**config.mk**
```make
export PLATFORM = sky130hd
export DESIGN_NAME = mpq_ctrl
export DESIGN_NICKNAME = d
export VERILOG_FILES = /design/src/hdl/mpq_pkg.sv /design/src/hdl/mpq_ctrl.sv
export SDC_FILE = /design/constraint.sdc
export NUM_CORES = 1
export LEC_CHECK = 0
export BUFFER_PORTS_ARGS = -buffer_cell sky130_fd_sc_hd__buf_4
export CAP_MARGIN = 20
export CORE_AREA = 2 2 39 41
export DETAILED_ROUTE_END_ITERATION = 7
export DIE_AREA = 0 0 41 43
export PLACE_DENSITY = 0.4
export SLEW_MARGIN = 20
export SYNTH_ARGS = -nofsm -noshare
export SYNTH_HDL_FRONTEND = slang
export SYNTH_SLANG_ARGS = --single-unit
```
**constraint.sdc**
```tcl
create_clock -name aclk -period 1.6 [get_ports aclk]
set_input_delay 0.08 -clock aclk [delete_from_list [all_inputs] [get_ports aclk]]
set_output_delay 0.08 -clock aclk [all_outputs]
set_load 0.02 [all_outputs]
```
**src/hdl/mpq_pkg.sv**
```systemverilog
package mpq_pkg;

    localparam int DEPTH_DEF    = 1024;
    localparam int KEY_BITS_DEF = 16;
    localparam int TAG_BITS     = 10;

    // input item kinds
    localparam logic KIND_ENQ = 1'b0;
    localparam logic KIND_DEQ = 1'b1;

    typedef enum logic [1:0] {
        ST_IDLE,
        ST_SCAN,
        ST_SHIFT,
        ST_RESULT
    } state_t;

    typedef struct packed {
        logic accept;
        logic scan_run;
        logic shift_start;
        logic shift_run;
        logic commit;
    } cmd_t;

    typedef struct packed {
        logic count_zero;
        logic pass_done;
        logic out_free;
    } status_t;

endpackage

```
**src/hdl/mpq_ctrl.sv**
```systemverilog
module mpq_ctrl (
    input  logic            aclk,
    input  logic            aresetn,
    input  logic            s_valid,
    input  logic            s_kind,
    output logic            s_ready,
    input  mpq_pkg::status_t status,
    output mpq_pkg::cmd_t   cmd
);

    mpq_pkg::state_t state_reg;
    mpq_pkg::state_t state_next;

    always_ff @(posedge aclk) begin
        if (!aresetn) begin
            state_reg <= mpq_pkg::ST_IDLE;
        end else begin
            state_reg <= state_next;
        end
    end

    always_comb begin
        state_next = state_reg;
        cmd        = '0;
        s_ready    = 1'b0;
        case (state_reg)
            mpq_pkg::ST_IDLE: begin
                s_ready = 1'b1;
                if (s_valid) begin
                    cmd.accept = 1'b1;
                    if (s_kind == mpq_pkg::KIND_DEQ && !status.count_zero) begin
                        state_next = mpq_pkg::ST_SCAN;
                    end else begin
                        state_next = mpq_pkg::ST_RESULT;
                    end
                end
            end
            mpq_pkg::ST_SCAN: begin
                cmd.scan_run = 1'b1;
                if (status.pass_done) begin
                    cmd.shift_start = 1'b1;
                    state_next      = mpq_pkg::ST_SHIFT;
                end
            end
            mpq_pkg::ST_SHIFT: begin
                cmd.shift_run = 1'b1;
                if (status.pass_done) begin
                    state_next = mpq_pkg::ST_RESULT;
                end
            end
            mpq_pkg::ST_RESULT: begin
                // hold until the output register is free
                if (status.out_free) begin
                    cmd.commit = 1'b1;
                    state_next = mpq_pkg::ST_IDLE;
                end
            end
            default: begin
                state_next = mpq_pkg::ST_IDLE;
            end
        endcase
    end

endmodule

```
==> results.cfg, run 1 <==
[run_status]
status = finished, final reports clean

[synthesis]
syn_avg_cell_area_sq_um = 9.30
syn_area_sq_um = 214
ys_types = 15
ys_seq_elements = 2
syn_nets = 35
yosys_warnings = 0
synthCells = 23
seq_area_frac_synth = 0.187

[global_route]
grt_pass1_vias = 217
grt_max_degree = 7
grt_usage = 0.0671
grt_pass1_wl_microns = 759
grt_overflow = 0
antenna_found_initial = 0

[detailed_routing]
drtAntennaViolNets = 0
wl_per_cell_microns = 8.94
drtIter0Drc = 1
drc = 0
vias = 212
drt_first_pass_iters = 2
via_per_inst = 3.93
detail_route.wirelength_microns = 483

[floorplanning]
core_sq_um = 1380
rows = 14
fp.dieH_microns = 43
initial_core_util = 0.155
die_w_microns = 41
ioPinCount = 13
die_area_sq_um = 1760

[cells_and_area]
fin_nets = 52
fin_util = 0.250
areaGrowthSynthToFinish_pct = 62.0
largest_register_ffs = 2
drive_gt1_frac = 0.447
n_fill_cell = 159
n_antenna_cell = 0
layout_common_cells = buf_4 (12), ha_1 (5), clkbuf_4 (3)
layout_commonest_cell = buf_4
layoutNonFillerInstCount = 54

[placed_design]
finalWeightedCongestion = 0.577
placed_cells = 51
port_buffers = 12
post-dp-hpwl_microns = 394

[worst_setup_path]
endpoint_kind = output port
critPathKind = reg2out
slowest_stage = dfxtp_1
arrival_ns = 1.26
crit_fanout = 6
startpoint_type = flip-flop
max_stage_delay_ns = 0.37
worstPathCellList = inv_1, ha_1, and2_1, buf_4
required_ns = 1.52

[sta]
tns_ns = 0
min_period_ns = 1.34
slew_headroom = 0.815
fin_crit_sh = 0.838
slew_viol_final = 0
hold_viol_final = 0
rsz0062_at_grt = no
fmaxAchievable_ghz = 0.746
setup_viol = 0
skew_ns = 0.00139
worst_slew_pin_slew_ns = 0.274

[pwr]
p_leak_nw = 0.171
swShare = 0.441
combPwrFrac = 0.648
sequentialPowerShare = 0.167
p_switching_w = 0.000267
power.density_nw_per_um2 = 1750
p_int_w = 0.000339
vdd_drop_max_mv = 0.682
p_clk_frac = 0.185

[clocking]
cts_hold_buf = 0
clk_latency_ns = 0.22
cts_made_buffers = 3
clkTransAtPathRegs_ns = 0.03
htreeDepth = 1
cts_resized = 0
cts_max_path_buffers = 2
cts_setup_buffers = 0
cts_tree = built
cts_sinks = 2
cts-root-buf = clkbuf_4

[flow_run]
maxCapViolations = 0

[min_path]
hold_class = in2reg
## critical path: cells and delay by family, from the launching register on
kind,cells,cell delay (ns)
adder cells (fa/ha/maj),1,0.27
buffers and inverters,2,0.24
flip-flops,1,0.37
AND/OR/NAND/NOR,1,0.16
## power by group through the flow
stage | sequential [W] | combinational (W) | clock (W)
finish | 0.000101 | 0.000393 | 0.000112
global route | 0.000105 | 0.000441 | 0.000121
detailed placement | 0.000102 | 0.000399 | 0
global placement | 0.000101 | 0.000402 | 0
floorplan | 0.0000963 | 0.000271 | 0
CTS | 0.000101 | 0.000401 | 0.000122
## layout make-up
class | count | area, sq um | area share
Tap cell | 16 | 20.0 | 0.0578
Inverter | 2 | 7.51 | 0.0217
Clock buffer | 3 | 22.5 | 0.0650
Timing Repair Buffer | 12 | 90.1 | 0.260
Sequential cell | 2 | 40.0 | 0.116
Multi-Input combinational cell | 19 | 166 | 0.480
## cell families (layout without fill, tap and decap cells)
group / count (synthesis) / count (layout) / share of synthesized area
simple gates: 9 / 9 / 0.304
compound gates: 4 / 4 / 0.135
buf+inv: 2 / 17 / 0.0351
fa+ha+maj: 5 / 5 / 0.292
flops: 2 / 2 / 0.187
mux: 1 / 1 / 0.0468
## metrics by stage
step           setup WS (ns)  cell area [sq um]  hold slack (ns)  total power, W
5_1_grt                0.134                347            0.140        0.000667
3_3_place_gp           0.272                324            0.361        0.000502
3_5_place_dp           0.293                324            0.354        0.000501
2_1_floorplan          0.311                214            0.203        0.000367
4_1_cts                0.239                347            0.112        0.000624
6_report               0.259                347            0.125        0.000606
## per-layer routing
metal | part of all wire | global-route usage | vias to the layer above
li1 | - | - | 110
met3 | 0.097 | 0.0157 | 0
met5 | 0 | 0 | -
met4 | 0 | 0.0800 | 0
met1 | 0.34 | 0.0607 | 96
met2 | 0.57 | 0.103 | 6
## cell usage after synthesis, drive strengths merged
cell | instances | area (sq um)
o41ai | 1 | 8.76
nand3b | 2 | 15.0
nor2b | 2 | 20.0
inv | 2 | 7.51
nand2 | 1 | 3.75
and2 | 3 | 20.0
o21bai | 1 | 7.51
a21oi | 1 | 5.00
ha | 5 | 62.6
dfxtp | 2 | 40.0
nand2b | 1 | 6.26
mux2i | 1 | 10.0
o211ai | 1 | 7.51
## worst paths after layout
| kind | start | endpoint | slack (ns) | depth (start not counted) |
|---|---|---|---|---|
| max reg2reg | state_reg[0] | state_reg[0] | 0.29 | 4 |
| min reg2reg | state_reg[1] | state_reg[1] | 0.51 | 2 |
| min | aresetn | state_reg[0] | 0.12 | 3 |
| max | state_reg[0] | cmd[4] | 0.26 | 4 |
No activity file was read; power rests on OpenSTA's default activity.
==> run 2, diff against run 1 <==
==> constraint.sdc (replaced) <==
create_clock -name aclk -period 1.3 [get_ports aclk]
set_input_delay 0.065 -clock aclk [delete_from_list [all_inputs] [get_ports aclk]]
set_output_delay 0.065 -clock aclk [all_outputs]
set_load 0.02 [all_outputs]
==> run 2 against run 1 <==
  * Combinational power is 48% higher
  * Die area unchanged
  * Clock skew fell by 0.00060 ns
  * Setup slack got worse by 0.18 ns
  * Non-clock buffer count is 2 higher
  * Design area is 9.4% higher
==> results.cfg, run 2 (same netlist as run 1, synthesis figures left out) <==
[min_path]
hold_class = in2reg
min-delay-start = aresetn

[detailed_routing]
wl_per_cell_microns = 8.27
via_per_inst = 3.80
drtAntennaViolNets = 0
drtIter0Drc = 0
detail_route.wirelength_microns = 463
drc = 0
drt_first_pass_iters = 1
vias = 213

[cells_and_area]
largest_register_ffs = 2
n_antenna_cell = 0
fin_nets = 54
areaGrowthSynthToFinish_pct = 77.2
fin_util = 0.274
drive_gt1_frac = 0.625
layout_common_cells = buf_4 (14), ha_1 (3), clkbuf_4 (3)
layout_commonest_cell = buf_4

[worst_setup_path]
reg2reg_from = state_reg[1]
critPathKind = reg2reg
required_ns = 1.40
startpoint_type = flip-flop
critPathLaunch = state_reg[1]
crit_fanout = 3
endpoint_kind = flip-flop
arrival_ns = 1.32

[sta]
min_period_ns = 1.22
fin_crit_sh = 0.940
final.setup.worst_slack_ns = 0.0779
slew_headroom = 0.819
worst_slew_pin_slew_ns = 0.269
hold_viol_final = 0
rsz0062_at_grt = no
slew_viol_final = 0
fmaxAchievable_ghz = 0.818
skew_ns = 0.000793
tns_ns = 0
setup_viol = 0

[clocking]
htreeDepth = 1
cts_max_path_buffers = 2
cts_sinks = 2
clk_latency_ns = 0.22
cts_setup_buffers = 0
cts_hold_buf = 0
cts_tree = built
cts_made_buffers = 3
cts-root-buf = clkbuf_4
clkTransAtPathRegs_ns = 0.03

[placed_design]
finalWeightedCongestion = 0.539
dp_slack_ns = 0.0408
port_buffers = 12
post-dp-hpwl_microns = 395

[pwr]
combPwrFrac = 0.695
sequentialPowerShare = 0.144
power_w = 0.000838
swShare = 0.422
p_switching_w = 0.000354
p_clk_frac = 0.160
power.density_nw_per_um2 = 2210
p_leak_nw = 0.183
p_int_w = 0.000484
vdd_drop_max_mv = 0.828

[floorplanning]
fp.dieH_microns = 43
die_area_sq_um = 1760
die_w_microns = 41
ioPinCount = 13
rows = 14
core_sq_um = 1380
initial_core_util = 0.155

[global_route]
antenna_found_initial = 0
grt_usage = 0.0671
grt_pass1_vias = 208
grt_overflow = 0
grt_max_degree = 5
grt_pass1_wl_microns = 800

[flow_run]
maxCapViolations = 0

[run_status]
status = finished, final reports clean
[run 2: critical path: stages (launching register included)]
cell and delay [ns]:
dfxtp_1 0.30, buf_4 0.13, ha_1 0.18, nor2b_4 0.13
nand3b_1 0.21, mux2i_1 0.15
[run 2: per-layer routing]
| layer | share of wire | vias to the layer above | global-route usage |
|---|---|---|---|
| li1 | - | 114 | - |
| met1 | 0.37 | 93 | 0.0767 |
| met2 | 0.55 | 6 | 0.0969 |
| met3 | 0.080 | 0 | 0.0314 |
| met4 | 0 | 0 | 0.0400 |
| met5 | 0 | - | 0 |
[run 2: area by class of cell]
cell class | instances | area (sq um)
clock buffer | 3 | 22.5
fill | 157 | 1000
timing repair buffer | 14 | 105
tap | 16 | 20.0
sequential | 2 | 41.3
inverter | 2 | 7.51
multi-input combinational | 19 | 183
[run 2: power by group through the flow]
stage | Sequential, W | Combinational [W] | Clock [W]
after global routing | 0.000127 | 0.000652 | 0.000149
final | 0.000121 | 0.000583 | 0.000134
after global placement | 0.000116 | 0.000552 | 0
after floorplan | 0.000119 | 0.000333 | 0
after CTS | 0.000119 | 0.000552 | 0.000145
after detailed placement | 0.000117 | 0.000550 | 0
[run 2: final timing paths]
| kind | to | slack [ns] | cells past startpoint |
|---|---|---|---|
| setup / recovery | state_reg[1] | 0.08 | 5 |
| hold / removal | state_reg[0] | 0.08 | 3 |
| setup reg to reg | state_reg[1] | 0.08 | 5 |
| hold reg to reg | state_reg[0] | 0.50 | 2 |
[run 2: repair_timing]
action	in CTS	in global routing
gates resized for setup	1	5
pin swaps	0	2
setup endpoints to repair	2	4
[run 2: per-stage QoR]
step           cells  hold slack (ns)  instance area, sq um
5_1_grt           56           0.0865                   379
6_report          56           0.0843                   379
3_3_place_gp      53            0.326                   339
2_1_floorplan     23            0.188                   214
3_5_place_dp      53            0.331                   339
4_1_cts           56           0.0877                   363
